===== config.mk =====
export PLATFORM = sky130hd
export DESIGN_NAME = tdl_outbuf
export DESIGN_NICKNAME = d
export VERILOG_FILES = /design/src/hw/rtl/tdl_pkg.sv /design/src/hw/rtl/tdl_outbuf.sv
export SDC_FILE = /design/constraint.sdc
export NUM_CORES = 1
export LEC_CHECK = 0
export CAP_MARGIN = 20
export CORE_MARGIN = 2
export CORE_UTILIZATION = 35
export CTS_CLUSTER_DIAMETER = 60
export CTS_CLUSTER_SIZE = 40
export DETAILED_ROUTE_END_ITERATION = 8
export DONT_BUFFER_PORTS = 1
export SLEW_MARGIN = 15
export SYNTH_ARGS = -nofsm -noshare
export SYNTH_HDL_FRONTEND = slang
export SYNTH_SLANG_ARGS = --single-unit
export TNS_END_PERCENT = 50

===== constraint.sdc =====
create_clock -name clk -period 3.3 [get_ports clk]
set_clock_uncertainty 0.1 [all_clocks]
set_input_delay 0.99 -clock clk [delete_from_list [all_inputs] [get_ports clk]]
set_output_delay 0.99 -clock clk [all_outputs]
set_load 0.03 [all_outputs]

===== src/hw/rtl/tdl_pkg.sv =====
// shared types, codes and sizes for the table driven lexer dfa unit
package tdl_pkg;

    localparam int TDL_NUM_STATES = 16;
    localparam int TDL_QUEUE_DEPTH = 2;
    localparam int TDL_OUT_DEPTH = 4;

    localparam logic [4:0] CODE_OP = 5'd16;
    localparam logic [4:0] CODE_SYM = 5'd17;
    localparam logic [4:0] CODE_NONE = 5'd18;

    typedef enum logic [1:0] {
        CMD_LOAD = 2'd0,
        CMD_CHAR = 2'd1,
        CMD_END = 2'd2,
        CMD_NONE = 2'd3
    } cmd_t;

    typedef enum logic [1:0] {
        BK_CLEAR,
        BK_IDLE,
        BK_EXEC
    } bk_state_t;

    typedef struct packed {
        logic [1:0] command;
        logic [3:0] table_state;
        logic [7:0] in_char;
        logic [4:0] next_code;
    } tdl_in_t;

    typedef struct packed {
        logic [7:0] out_char;
        logic [4:0] token_kind;
        logic       token_end;
        logic       run_last;
    } tdl_out_t;

    typedef struct packed {
        cmd_t       cmd;
        logic [3:0] row;
        logic [7:0] ch;
        logic [4:0] code;
    } tdl_op_t;

    typedef struct packed {
        logic [1:0] count;
        tdl_out_t   r0;
        tdl_out_t   r1;
    } tdl_push_t;

endpackage


===== src/hw/rtl/tdl_outbuf.sv =====
// result buffer: takes up to two results a cycle, hands out one beat a cycle while result_ready is high
module tdl_outbuf
    import tdl_pkg::*;
(
    input  logic      clk,
    input  logic      rst_n,
    input  tdl_push_t push,
    output logic      space_ok,
    output tdl_out_t  result,
    output logic      result_valid,
    input  logic      result_ready
);

    localparam int PW = $clog2(TDL_OUT_DEPTH);
    localparam int CW = $clog2(TDL_OUT_DEPTH + 1);

    tdl_out_t      entries [TDL_OUT_DEPTH];
    logic [PW-1:0] head_reg, head_next;
    logic [PW-1:0] tail_reg, tail_next;
    logic [CW-1:0] count_reg, count_next;
    logic          pop;

    assign space_ok = (count_reg <= CW'(TDL_OUT_DEPTH - 2));
    assign result_valid = (count_reg != '0);
    assign result = entries[head_reg];
    assign pop = result_valid && result_ready;

    always_comb
    begin
        head_next = pop ? head_reg + 1'b1 : head_reg;
        tail_next = tail_reg + PW'(push.count);
        count_next = count_reg + CW'(push.count) - CW'(pop);
    end

    always_ff @(posedge clk or negedge rst_n)
    begin
        if (!rst_n)
        begin
            head_reg <= '0;
            tail_reg <= '0;
            count_reg <= '0;
        end
        else
        begin
            head_reg <= head_next;
            tail_reg <= tail_next;
            count_reg <= count_next;
        end
    end

    always_ff @(posedge clk)
    begin
        if (push.count != 2'd0)
        begin
            entries[tail_reg] <= push.r0;
        end
        if (push.count == 2'd2)
        begin
            entries[tail_reg + 1'b1] <= push.r1;
        end
    end

    a_push_has_room: assert property (@(posedge clk) disable iff (!rst_n)
        (push.count != 2'd0) |-> space_ok)
        else $error("results pushed without room");

    a_count_bounded: assert property (@(posedge clk) disable iff (!rst_n)
        (count_reg <= CW'(TDL_OUT_DEPTH)) && (push.count != 2'd3))
        else $error("result buffer overflow");

endmodule


Yosys cells after proc, flatten, opt, wreduce, memory -nomap -nowiden
Memories as Yosys holds them, arrays and structs flattened.
Index checks and enable logic that the tools add are counted.
{"block": "word_totals", "register_bits": 7, "ramBits": 60, "input_bits": 35, "out_inout_bits": 17, "word_cells": 18, "memories": 1}
{"memory": "entries", "words": 4, "word_bits": 15, "rd": 1, "rd_clocked_by_memory_dff": 0, "write_ports": 2, "line": "tdl_outbuf.sv:17", "text": "tdl_out_t entries [TDL_OUT_DEPTH];"}
{"block": "classes", "addsub": 5, "n_lt_le_gt_ge": 1, "eq_ne": 1, "muxes": 4, "n_reduce_logical": 3}
{"cell": "2-bit by 1-bit adder with 2-bit output, second input constant", "n": 2}
{"cell": "1-bit two-way mux", "n": 4}
{"cell": "3-bit by 2-bit adder with 3-bit output", "n": 1}
{"cell": "3-bit by 2-bit <= comparator with 1-bit output, second input constant", "n": 1}
{"cell": "3-bit nonzero test", "n": 1}
{"cell": "3-bit by 1-bit subtractor with 3-bit output", "n": 1}
{"cell": "2-bit adder", "n": 1}
{"cell": "2-bit equality test, second input constant", "n": 1}
{"cell": "2-bit nonzero test", "n": 1}
{"cell": "1-bit logical AND", "n": 1}

Depth between registers and ports, before layout
{"block": "logic_depth", "ltp_word": 3, "depth_mapped": 7, "mapped_depth_nobuf": 7}

Worst setup path after synthesis
Ideal clock, no wire load.
{"block": "synth_timing", "path_type": "input-to-reg", "from": "in push[31] in the netlist's numbering", "to": "mem entries[0][0] in the netlist's numbering (enable)", "setup_ps": 411, "arrival_ps": 2373, "required_time_ps": 2789, "slack_ps": 416, "cell_stages": 3, "path_buffers": 1, "cell_sequence": "buf_4 -> nor2_1 -> o31ai_1"}
{"item": "start: declaration", "line": "tdl_outbuf.sv:7", "text": "input tdl_push_t push,"}
{"item": "end: declaration", "line": "tdl_outbuf.sv:17"}

==> impl_metrics.json <==
{
  "cts_max_path_buffers": 2,
  "grt_pass1_wl_um": 10300,
  "largest_reg_flops": 60,
  "drive_above_1_share_pct": 52.0,
  "yosys_warnings": 0,
  "core_region_area_mm2": 0.00964,
  "grtUsageTotal_pct": 13.6,
  "unrepaired_setup_endpoints_after_global_routing": "false",
  "finalWeightedCongestion": 0.679,
  "die-width_um": 103,
  "drt_drc_violations_left": 0,
  "peak_supply_drop_v": 0.000389,
  "totalNegativeSetupSlack_ns": 0,
  "final_cells": 331,
  "actual_slew_at_the_worst_max_slew_pin_ns": 0.857,
  "synthTopCellsByArea": "sky130_fd_sc_hd__edfxtp_1 52%, sky130_fd_sc_hd__mux2_2 16%, sky130_fd_sc_hd__mux4_2 9.8%",
  "fp.dieH_um": 103,
  "synth-async-reset-ratio_pct": 10.4,
  "cts-buffers-inserted": 9,
  "placement.setup.worst_slack_ns": 0.723,
  "number_of_gates_resized_after_cts": 0,
  "detail_route.first_pass.iterations": 6,
  "multi_input_comb_area_mm2": 0.00135,
  "worst_ep_arrival_time_ns": 1.79,
  "run_status": "finished, final reports clean",
  "global_route.overflow_total": 0,
  "ys_dominant_reg_cell": "sky130_fd_sc_hd__edfxtp_1",
  "cts_tree": "built",
  "setup.reg_to_reg.worst_slack_ns": 1.11,
  "cts-htree-levels": 3,
  "cp_cell_sequence": "mux4_2",
  "dp.final_hpwl_um": 4440,
  "finalSetupViolations": 0,
  "drt_iter0_markers": 63,
  "achievable-frequency_mhz": 348,
  "setup.worst_path.end_class": "output pin",
  "vias": 1675,
  "post-route-period-util_pct": 87.2,
  "ff_latch_area_mm2": 0.00198,
  "clk_latency_ns": 0.33,
  "clock_power_share_pct": 19.5,
  "synthCells": 188,
  "synth.most_common_cell": "sky130_fd_sc_hd__edfxtp_1",
  "worst_setup_path_start_kind": "flip-flop",
  "ys_types": 30,
  "leakage_nw": 1.29,
  "route.detailed.wl_per_inst_um": 20.2,
  "switchingPower_w": 0.00123,
  "slowest_cell_on_crit_path": "sky130_fd_sc_hd__dfrtp_1",
  "io_buffers": 0,
  "areaGrowthSynthToFinish_pct": 9.54,
  "portion_of_synthesized_cell_area_occupied_by_the_leading_cell_type_pct": 52.5,
  "initial_core_util_pct": 35.6,
  "power_per_cell_area_mw_per_mm2": 885,
  "post-cts-setup-buffer-count": 0,
  "area_of_the_mapped_netlist_mm2": 0.00343,
  "synth_top_cells_by_count": "60 x sky130_fd_sc_hd__edfxtp_1, 49 x sky130_fd_sc_hd__mux2_2, 15 x sky130_fd_sc_hd__mux4_2",
  "final_nets": 233,
  "worst-setup-path-type": "flip-flop to output pin",
  "p_sw_share_pct": 36.8,
  "final_max_slew_viol_count": 0,
  "sequentialPowerShare_pct": 43.3,
  "wl_um": 6690,
  "hp-class": "primary input to async pin",
  "timing.max_slew.rel_slack_pct": 42.9,
  "largest_net_degree_at_the_start_of_global_routing": 17,
  "avgSynthCellArea_um2": 18.3,
  "filler_cell_count": 893,
  "placedCellCount": 315,
  "area_enclosed_by_the_die_boundary_mm2": 0.0106,
  "cts.hold.buffers_added": 0,
  "maximum_fanout_count_along_the_critical_path": 16,
  "cell_internal_pwr_w": 0.00210,
  "ant_nets": 0,
  "critical-path-max-stage-delay_ns": 0.90,
  "drt-vias-per-instance": 5.06,
  "antenna_found_initial": 0,
  "fin_crit_ns": 2.88,
  "yosysSeqAreaShare_pct": 57.6,
  "power_frac_comb_pct": 37.2,
  "ioPinCount": 52,
  "grt_pass1_vias": 1762,
  "clkSlewWorstSetupHoldPaths_ns": 0.07,
  "cts_root_buf": "sky130_fd_sc_hd__clkbuf_8",
  "synth-seq-cells": 67,
  "floorplan.rows": 36,
  "cp_top_family": "flip-flops",
  "cts.sink_count": 67,
  "antenna_cells": 0,
  "final-hold-violation-count": 0,
  "mappedNetlistNets": 228,
  "crit_required_ns": 2.21,
  "finalWorstSetupSlack_ns": 0.424,
  "path_buf_inv": 0,
  "netlist.top_cell.by_area": "sky130_fd_sc_hd__edfxtp_1",
  "max_cap_viol_count": 0,
  "edff_count_synth": 60
}
## logic make-up after synthesis
family,after synthesis,synth area share [%]
multiplexers,76,30.9
AND/OR/NAND/NOR,8,2.62
buffers and inverters,20,3.97
XOR/XNOR,6,1.53
AO/OA/AOI/OAI,6,1.38
adder cells (fa/ha/maj),5,2.04
flip-flops,67,57.6
## routing by layer
layer | track usage (%) | part of all wire, % | wire [um]
met2 | 21.7 | 49 | 3290
met4 | 5.77 | 1.8 | 119
met3 | 3.73 | 5.5 | 365
met5 | 0 | 0 | 0
met1 | 17.4 | 44 | 2910
## per-stage QoR
stage	cell area (um2)	total power, W	util [%]	hold slack, ns
3_5_place_dp	3580	0.00273	37.1	0.394
3_3_place_gp	3580	0.00271	37.1	0.385
4_1_cts	3760	0.00338	39.0	0.225
5_1_grt	3760	0.00350	39.0	0.224
2_1_floorplan	3430	0.00248	-	0.367
6_report	3760	0.00333	39.0	0.241
## placed cells by master, fill, tap and decap left out, drive strengths merged, types with 2 or more instances in the layout
cell type / count
ha: 4
xnor2: 5
clkbuf: 10
edfxtp: 60
nor2: 2
mux4: 15
inv: 6
dfrtp: 7
mux2: 60
buf: 8
clkinv: 4
## power by group through the flow
| stage | combinational (W) | sequential, W | clock, W |
|---|---|---|---|
| floorplan | 0.00114 | 0.00134 | 0 |
| global placement | 0.00126 | 0.00146 | 0 |
| detailed placement | 0.00127 | 0.00146 | 0 |
| CTS | 0.00127 | 0.00145 | 0.000664 |
| global route | 0.00133 | 0.00147 | 0.000699 |
| finish | 0.00124 | 0.00144 | 0.000650 |
## path summary, 6_finish.rpt
kind	from	end	cells past startpoint
worst max-delay path	head_reg[1]	result[7]	1
worst min-delay path	rst_n	count_reg[1]	0
worst max register to register	tail_reg[0]	entries[3][14]	3
worst min register to register	head_reg[0]	head_reg[0]	1
max in group asynchronous	rst_n	head_reg[1]	0
min in group clk	head_reg[0]	head_reg[0]	1
## layout make-up
class	count	share of cell area (%)
clock inverters	6	1.50
flip-flops and latches	67	52.5
repair buffers	8	1.60
inverters	6	0.599
clock buffers	10	3.39
multi-input cells	101	35.9
well taps	133	4.42
Note: power is estimated with default switching activity, not from simulation.
