### src/hw/rtl/tdl_pkg.sv
// shared types, codes and sizes for the table driven lexer dfa unit
package tdl_pkg;

    localparam int TDL_NUM_STATES = 16;
    localparam int TDL_QUEUE_DEPTH = 2;
    localparam int TDL_OUT_DEPTH = 4;

    localparam logic [4:0] CODE_OP = 5'd16;
    localparam logic [4:0] CODE_SYM = 5'd17;
    localparam logic [4:0] CODE_NONE = 5'd18;

    typedef enum logic [1:0] {
        CMD_LOAD = 2'd0,
        CMD_CHAR = 2'd1,
        CMD_END = 2'd2,
        CMD_NONE = 2'd3
    } cmd_t;

    typedef enum logic [1:0] {
        BK_CLEAR,
        BK_IDLE,
        BK_EXEC
    } bk_state_t;

    typedef struct packed {
        logic [1:0] command;
        logic [3:0] table_state;
        logic [7:0] in_char;
        logic [4:0] next_code;
    } tdl_in_t;

    typedef struct packed {
        logic [7:0] out_char;
        logic [4:0] token_kind;
        logic       token_end;
        logic       run_last;
    } tdl_out_t;

    typedef struct packed {
        cmd_t       cmd;
        logic [3:0] row;
        logic [7:0] ch;
        logic [4:0] code;
    } tdl_op_t;

    typedef struct packed {
        logic [1:0] count;
        tdl_out_t   r0;
        tdl_out_t   r1;
    } tdl_push_t;

endpackage

### src/hw/rtl/tdl_front.sv
// front end: accepts input beats, classifies them and queues them for the back end
module tdl_front
    import tdl_pkg::*;
#(
    parameter int NUM_STATES = TDL_NUM_STATES
) (
    input  logic    clk,
    input  logic    rst_n,
    input  tdl_in_t item,
    input  logic    item_valid,
    output logic    item_ready,
    input  logic    clearing,
    output tdl_op_t op,
    output logic    op_valid,
    input  logic    op_ready
);

    localparam int PW = (TDL_QUEUE_DEPTH > 1) ? $clog2(TDL_QUEUE_DEPTH) : 1;
    localparam int CW = $clog2(TDL_QUEUE_DEPTH + 1);

    tdl_op_t        entries [TDL_QUEUE_DEPTH];
    logic [PW-1:0]  wr_ptr_reg, wr_ptr_next;
    logic [PW-1:0]  rd_ptr_reg, rd_ptr_next;
    logic [CW-1:0]  count_reg, count_next;
    tdl_op_t        classified;
    logic           keep;
    logic           push;
    logic           pop;

    always_comb
    begin
        classified.cmd = cmd_t'(item.command);
        classified.row = item.table_state;
        classified.ch = item.in_char;
        classified.code = item.next_code;
        if (item.next_code < 5'd16 && 32'(item.next_code) >= NUM_STATES)
        begin
            classified.code = CODE_NONE;
        end
        if (item.next_code > CODE_NONE)
        begin
            classified.code = CODE_NONE;
        end
        keep = 1'b1;
        case (cmd_t'(item.command))
            CMD_LOAD: keep = (32'(item.table_state) < NUM_STATES);
            CMD_CHAR: keep = 1'b1;
            CMD_END:  keep = 1'b1;
            default:  keep = 1'b0;
        endcase
    end

    assign item_ready = !clearing && (count_reg < CW'(TDL_QUEUE_DEPTH));
    assign push = item_valid && item_ready && keep;
    assign op_valid = (count_reg != '0);
    assign pop = op_valid && op_ready;
    assign op = entries[rd_ptr_reg];

    always_comb
    begin
        wr_ptr_next = wr_ptr_reg;
        rd_ptr_next = rd_ptr_reg;
        count_next = count_reg;
        if (push)
        begin
            wr_ptr_next = (32'(wr_ptr_reg) == TDL_QUEUE_DEPTH - 1) ? '0 : wr_ptr_reg + 1'b1;
        end
        if (pop)
        begin
            rd_ptr_next = (32'(rd_ptr_reg) == TDL_QUEUE_DEPTH - 1) ? '0 : rd_ptr_reg + 1'b1;
        end
        case ({push, pop})
            2'b10:   count_next = count_reg + 1'b1;
            2'b01:   count_next = count_reg - 1'b1;
            default: count_next = count_reg;
        endcase
    end

    always_ff @(posedge clk or negedge rst_n)
    begin
        if (!rst_n)
        begin
            wr_ptr_reg <= '0;
            rd_ptr_reg <= '0;
            count_reg <= '0;
        end
        else
        begin
            wr_ptr_reg <= wr_ptr_next;
            rd_ptr_reg <= rd_ptr_next;
            count_reg <= count_next;
        end
    end

    always_ff @(posedge clk)
    begin
        if (push)
        begin
            entries[wr_ptr_reg] <= classified;
        end
    end

endmodule

### config.mk
export PLATFORM = sky130hd
export DESIGN_NAME = tdl_front
export DESIGN_NICKNAME = d
export VERILOG_FILES = /design/src/hw/rtl/tdl_pkg.sv /design/src/hw/rtl/tdl_front.sv
export SDC_FILE = /design/constraint.sdc
export NUM_CORES = 1
export LEC_CHECK = 0
export BUFFER_PORTS_ARGS = -buffer_cell sky130_fd_sc_hd__clkbuf_2
export CAP_MARGIN = 20
export CORE_MARGIN = 4
export CORE_UTILIZATION = 35
export CTS_CLUSTER_SIZE = 28
export DETAILED_ROUTE_END_ITERATION = 10
export SYNTH_ARGS = -nofsm -noshare
export SYNTH_HDL_FRONTEND = slang
export SYNTH_SLANG_ARGS = --single-unit
export TNS_END_PERCENT = 10
### constraint.sdc
create_clock -name clk -period 2.4 [get_ports clk]
set_clock_uncertainty 0.05 [all_clocks]
set_input_delay 0.72 -clock clk [delete_from_list [all_inputs] [get_ports clk]]
set_output_delay 0.72 -clock clk [all_outputs]
set_load 0.02 [all_outputs]
# After elaboration in Yosys (flattened, before gate mapping)
# Memories as Yosys holds them, arrays and structs flattened.
# Index checks and enable logic that the tools add are counted.
[totals]
reg_bits = 4
ramBits = 38
out_inout_bits = 21
word_cells = 34
mem_count = 1
[mem_list]
columns = ["name", "words", "width", "rd", "rd_ports_with_merged_regs", "wr", "line_no", "source"]
rows = [
  ["entries", 2, 19, 1, 0, 1, "tdl_front.sv:21", "tdl_op_t entries [TDL_QUEUE_DEPTH];"],
]
[classes]
add_sub_neg = 4
order_cmp = 4
eq_ne = 4
mux = 8
reduce_logical = 10
[ops]
columns = ["operator", "count"]
rows = [
  ["5-bit two-way mux", 2],
  ["5-bit greater-or-equal comparator (second input constant)", 1],
  ["5-bit greater-than comparator (second input constant)", 1],
  ["1-bit logical AND", 5],
  ["5-bit less-than comparator (second input constant)", 1],
  ["1-bit two-way mux", 5],
  ["2-bit by 1-bit == test with 1-bit output (second input constant)", 2],
  ["2-bit == test (second input constant)", 2],
  ["2-bit case mux with 2 select lines", 1],
  ["2-bit nonzero test", 2],
  ["3-bit OR reduction", 1],
  ["1-bit adder (second input constant)", 2],
  ["2-bit by 1-bit adder with 2-bit output (second input constant)", 1],
  ["2-bit zero test", 1],
  ["2-bit less-than comparator (second input constant)", 1],
  ["2-bit by 1-bit subtractor with 2-bit output (second input constant)", 1],
  ["1-bit zero test", 1],
]

# Longest topological paths before layout
[logic_depth]
ltp_word = 6
ltp_mapped = 6
ltp_nobuf = 6

# Worst setup path after synthesis
# OpenSTA, ideal clock, no wires.
[synth_timing]
path_type = "input-to-reg"
startpoint = "input clearing"
endpoint = "memory entries[0][0] in the netlist's numbering (enable)"
setup_time_ps = 395
t_arrival_ps = 2122
required_time_ps = 1955
path_slack_ps = -167
path_stages = 3
path_buffers = 0
cell_sequence = "nor2_1 nand3_1 nor2_1"
[synth_between]
elab_chain_cells = 6
[synth_rtl]
columns = ["element", "line_no", "source"]
rows = [
  ["start, declared", "tdl_front.sv:12", "input logic clearing,"],
  ["1-bit zero test", "tdl_front.sv:53", "assign item_ready = !clearing && (count_reg < CW'(TDL_QUEUE_DEPTH));"],
  ["1-bit logical AND", "tdl_front.sv:53", ""],
  ["1-bit logical AND (2 in a row)", "tdl_front.sv:54", "assign push = item_valid && item_ready && keep;"],
  ["1-bit two-way mux", "tdl_front.sv:97", "if (push)"],
  ["1-bit two-way mux (not written as such)", "tdl_front.sv:99", "entries[wr_ptr_reg] <= classified;"],
  ["end, declared", "tdl_front.sv:21", ""],
]
# No other way between the ends.

==> metrics list <==
- Worst skew pair latency: 0.28 ns
- Placement-stage cell area: 1930 µm²
- Synthesized area: 1610 µm²
- Of the available clock period, the critical path in the final layout requires 87.5%.
- Global routing used 10.0% of the available tracks.
- In this run the worst path has a maximum fanout of 10.
- Drt drc: 0
- Placeable Area: 4410 µm²
- Multi-input gate area in the final layout: 354 µm²
- The die covers 5740 µm².
- Number of global-route vias before repair: 895
- Slowest stage cell, crit path: sky130_fd_sc_hd__mux2_2
- Across the VDD grid, the largest voltage drop is 0.489 mV.
- Once layout is done, the placed cells without fillers occupy 2040 µm².
* Floorplan die height: 75.8 µm
* Longest individual stage delay on the worst path: 0.36 ns
* Antenna cell count: 0
- Setup repair after global routing left no endpoint under its margin.
- Drt first pass iters: 4
* Final wirelength: 2700 µm
* Iteration-0 DRC count of the detailed router: 21
* Max-cap viol count: 0
- Initial antenna violation count: 0
* Number of top-level pins: 45
- Measured against its own limit, the worst slew margin works out to 83.5%.
- The number of different library cells used by synthesis comes to 19.
- Max frequency: 0.476 GHz
- The root buffer cell chosen for the clock tree is sky130_fd_sc_hd__clkbuf_8.
* Launching instance or port of the critical path: rd_ptr_reg
* H-tree Lvls: 2
* Detailed placer's ending HPWL: 2140 µm
* Post-layout utilization of the core: 46.1%
- Among cell families on the critical path, the largest total delay comes from multiplexers.
* Effective utilization at floorplan: 36.4%
- For this run, the post-layout net count is 164.
- Share of final-layout standard cells stronger than drive strength 1: 56.4%
- TritonCTS built the clock tree.
- Counting every sink on the clock net gives 42.
- Clock-pin slew was measured on the worst setup and hold paths at 0.07 ns.
- Startpoint kind of the worst setup timing path: flip-flop
- Entering global routing, the biggest net connects 13 pins.
* Number of inserted filler cells in the final layout: 380
- # rows: 24
- Last weighted congestion value of the routability-driven placer: 0.694
- Reg2Reg Launch Point: count_reg[1]
- The number of hold violations in the final report came to 0.
- Worst min-delay path category: in2async
* Syn_nets: 110
* Sequential element share of the synthesized area: 77.2%
- Remaining antenna violation count: 0
* Die width: 75.8 µm
- Vias: 852
- For this design the ratio of total power to cell area is 1060 nW/µm².
- In this run, post-CTS hold repair placed 0 buffers.
- The worst path meets setup with 0.301 ns of slack.
- In the synthesized netlist, the number of instances is 85.
* Kind of end point of the critical path: output pin
- Inserted Clock Buffers: 5
* Synthesis-stage register bit count: 42
- The max-slew violation count is 0.
* Run status: finished clean
* Total of buffers placed on input and output ports: 44
* Final total power: 2.16 mW
- Setup violations remaining at the end of the flow were counted as 0.
* Global route overflow: 0
- Required time reported for the critical path endpoint: 1.63 ns
- CTS max path bufs: 2
* Critical Path, Cell by Cell: buf_4 -> mux2_2 -> clkbuf_2
- Subtracting the final worst setup slack from the clock period gives 2.10 ns.
- Critical Setup Path Class: reg2out
- The first global-routing pass estimated 4060 µm of wire.
- The number of setup buffers added after CTS is 0.
- Number of gates given a new drive strength after cts: 0
- Average via count per standard cell: 4.44
- At the pin with the least slew margin, the transition time is 0.246 ns.
* Buffer and inverter count on the worst path: 2
- Setup slack at placement: 0.406 ns
* Yosys warns: 0
- Sequential Area: 1240 µm²
* Area growth syn-to-layout: 26.6%
* Number of flip-flops in the largest register: 38
- Average wire per standard cell: 14.1 µm
- Data on the critical path arrives at its endpoint at 1.33 ns.
* Leakage power of the design: 0.792 nW
- Each instance of the synthesized netlist takes up on average 18.9 µm².
==> metrics by stage <==
step           TNS [ns]  cells  hold WS [ns]
6_report              0    192         0.181
5_1_grt               0    192         0.170
4_1_cts               0    192         0.173
3_5_place_dp          0    184         0.477
3_3_place_gp          0    184         0.429
2_1_floorplan     -6.33     85         0.374
==> Yosys cell counts <==
master | instances | share of area (%)
sky130_fd_sc_hd__mux2_2 | 19 | 13
sky130_fd_sc_hd__nor2_1 | 4 | 0.93
sky130_fd_sc_hd__clkbuf_1 | 1 | 0.23
sky130_fd_sc_hd__and2_4 | 1 | 0.54
sky130_fd_sc_hd__nand2_1 | 1 | 0.23
sky130_fd_sc_hd__ha_1 | 1 | 0.78
sky130_fd_sc_hd__nor2b_1 | 2 | 0.78
sky130_fd_sc_hd__o21ai_0 | 1 | 0.31
sky130_fd_sc_hd__xnor2_1 | 3 | 1.6
sky130_fd_sc_hd__and2_1 | 1 | 0.39
sky130_fd_sc_hd__nand3_1 | 1 | 0.31
sky130_fd_sc_hd__edfxtp_1 | 38 | 71
sky130_fd_sc_hd__xor2_1 | 2 | 1.1
sky130_fd_sc_hd__buf_2 | 2 | 0.62
sky130_fd_sc_hd__or2_4 | 1 | 0.54
sky130_fd_sc_hd__o31ai_1 | 1 | 0.47
sky130_fd_sc_hd__inv_1 | 1 | 0.23
sky130_fd_sc_hd__dfrtp_1 | 4 | 6.2
sky130_fd_sc_hd__nand2b_1 | 1 | 0.39
==> logic make-up after synthesis <==
logic type,share of synthesized area (%)
multiplexers,13.3
adder cells (fa/ha/maj),0.778
flip-flops,77.2
buffers and inverters,1.09
AO/OA/AOI/OAI,0.778
AND/OR/NAND/NOR,4.12
XOR/XNOR,2.72
==> area by class of cell <==
cell class | instances | area share [%]
repair buffers | 50 | 13.0
clock buffers | 7 | 3.75
well taps | 52 | 3.20
flip-flops and latches | 42 | 61.0
multi-input cells | 39 | 17.4
clock inverters | 1 | 1.48
inverters | 1 | 0.184
==> placed cells by master, fill, tap and decap left out <==
cell / Yosys / routed
sky130_fd_sc_hd__ha_1: 1 / 1
sky130_fd_sc_hd__nand2_1: 1 / 1
sky130_fd_sc_hd__nor2_1: 4 / 2
sky130_fd_sc_hd__dfrtp_1: 4 / 4
sky130_fd_sc_hd__mux2_2: 19 / 19
sky130_fd_sc_hd__xor2_1: 2 / 2
sky130_fd_sc_hd__nand2b_1: 1 / 1
sky130_fd_sc_hd__clkbuf_2: 0 / 44
sky130_fd_sc_hd__edfxtp_1: 38 / 38
sky130_fd_sc_hd__inv_1: 1 / 1
sky130_fd_sc_hd__and2_1: 1 / 1
sky130_fd_sc_hd__nor2_2: 0 / 2
sky130_fd_sc_hd__and2_4: 1 / 1
sky130_fd_sc_hd__nand3_1: 1 / 1
sky130_fd_sc_hd__o21ai_0: 1 / 1
sky130_fd_sc_hd__clkbuf_8: 0 / 5
sky130_fd_sc_hd__buf_4: 0 / 6
sky130_fd_sc_hd__clkbuf_1: 1 / 2
sky130_fd_sc_hd__or2_4: 1 / 1
sky130_fd_sc_hd__bufinv_16: 0 / 1
sky130_fd_sc_hd__o31ai_1: 1 / 1
sky130_fd_sc_hd__xnor2_1: 3 / 3
sky130_fd_sc_hd__nor2b_1: 2 / 2
==> final timing paths <==
check / to / cells after the start / slack (ns)
worst max-delay path: op[12] / 3 / 0.30
worst min-delay path: count_reg[1] / 1 / 0.18
worst max register to register: count_reg[1] / 5 / 0.79
worst min register to register: wr_ptr_reg / 1 / 0.49
max in group asynchronous: rd_ptr_reg / 1 / 1.98
min in group clk: wr_ptr_reg / 1 / 0.49
==> layer usage <==
layer | vias up | part of all wire, % | global-route usage [%]
met4 | 0 | 1.3 | 3.50
li1 | 423 | - | -
met1 | 391 | 41 | 11.2
met2 | 34 | 49 | 17.0
met5 | - | 0 | 0
met3 | 4 | 8.0 | 4.49
==> worst register-to-register path: cells and delay by family, from the launching register on <==
family | cells | cell delay [ns]
flops | 1 | 0.42
xor+xnor | 1 | 0.18
fa+ha+maj | 1 | 0.38
simple gates | 3 | 0.50
==> report_power, final <==
| group | switching (mW) | internal, mW |
|---|---|---|
| Combinational | 0.384 | 0.311 |
| Clock | 0.213 | 0.311 |
| Sequential | 0.0440 | 0.894 |
| Total | 0.641 | 1.52 |
No activity file was read; power rests on OpenSTA's default activity.
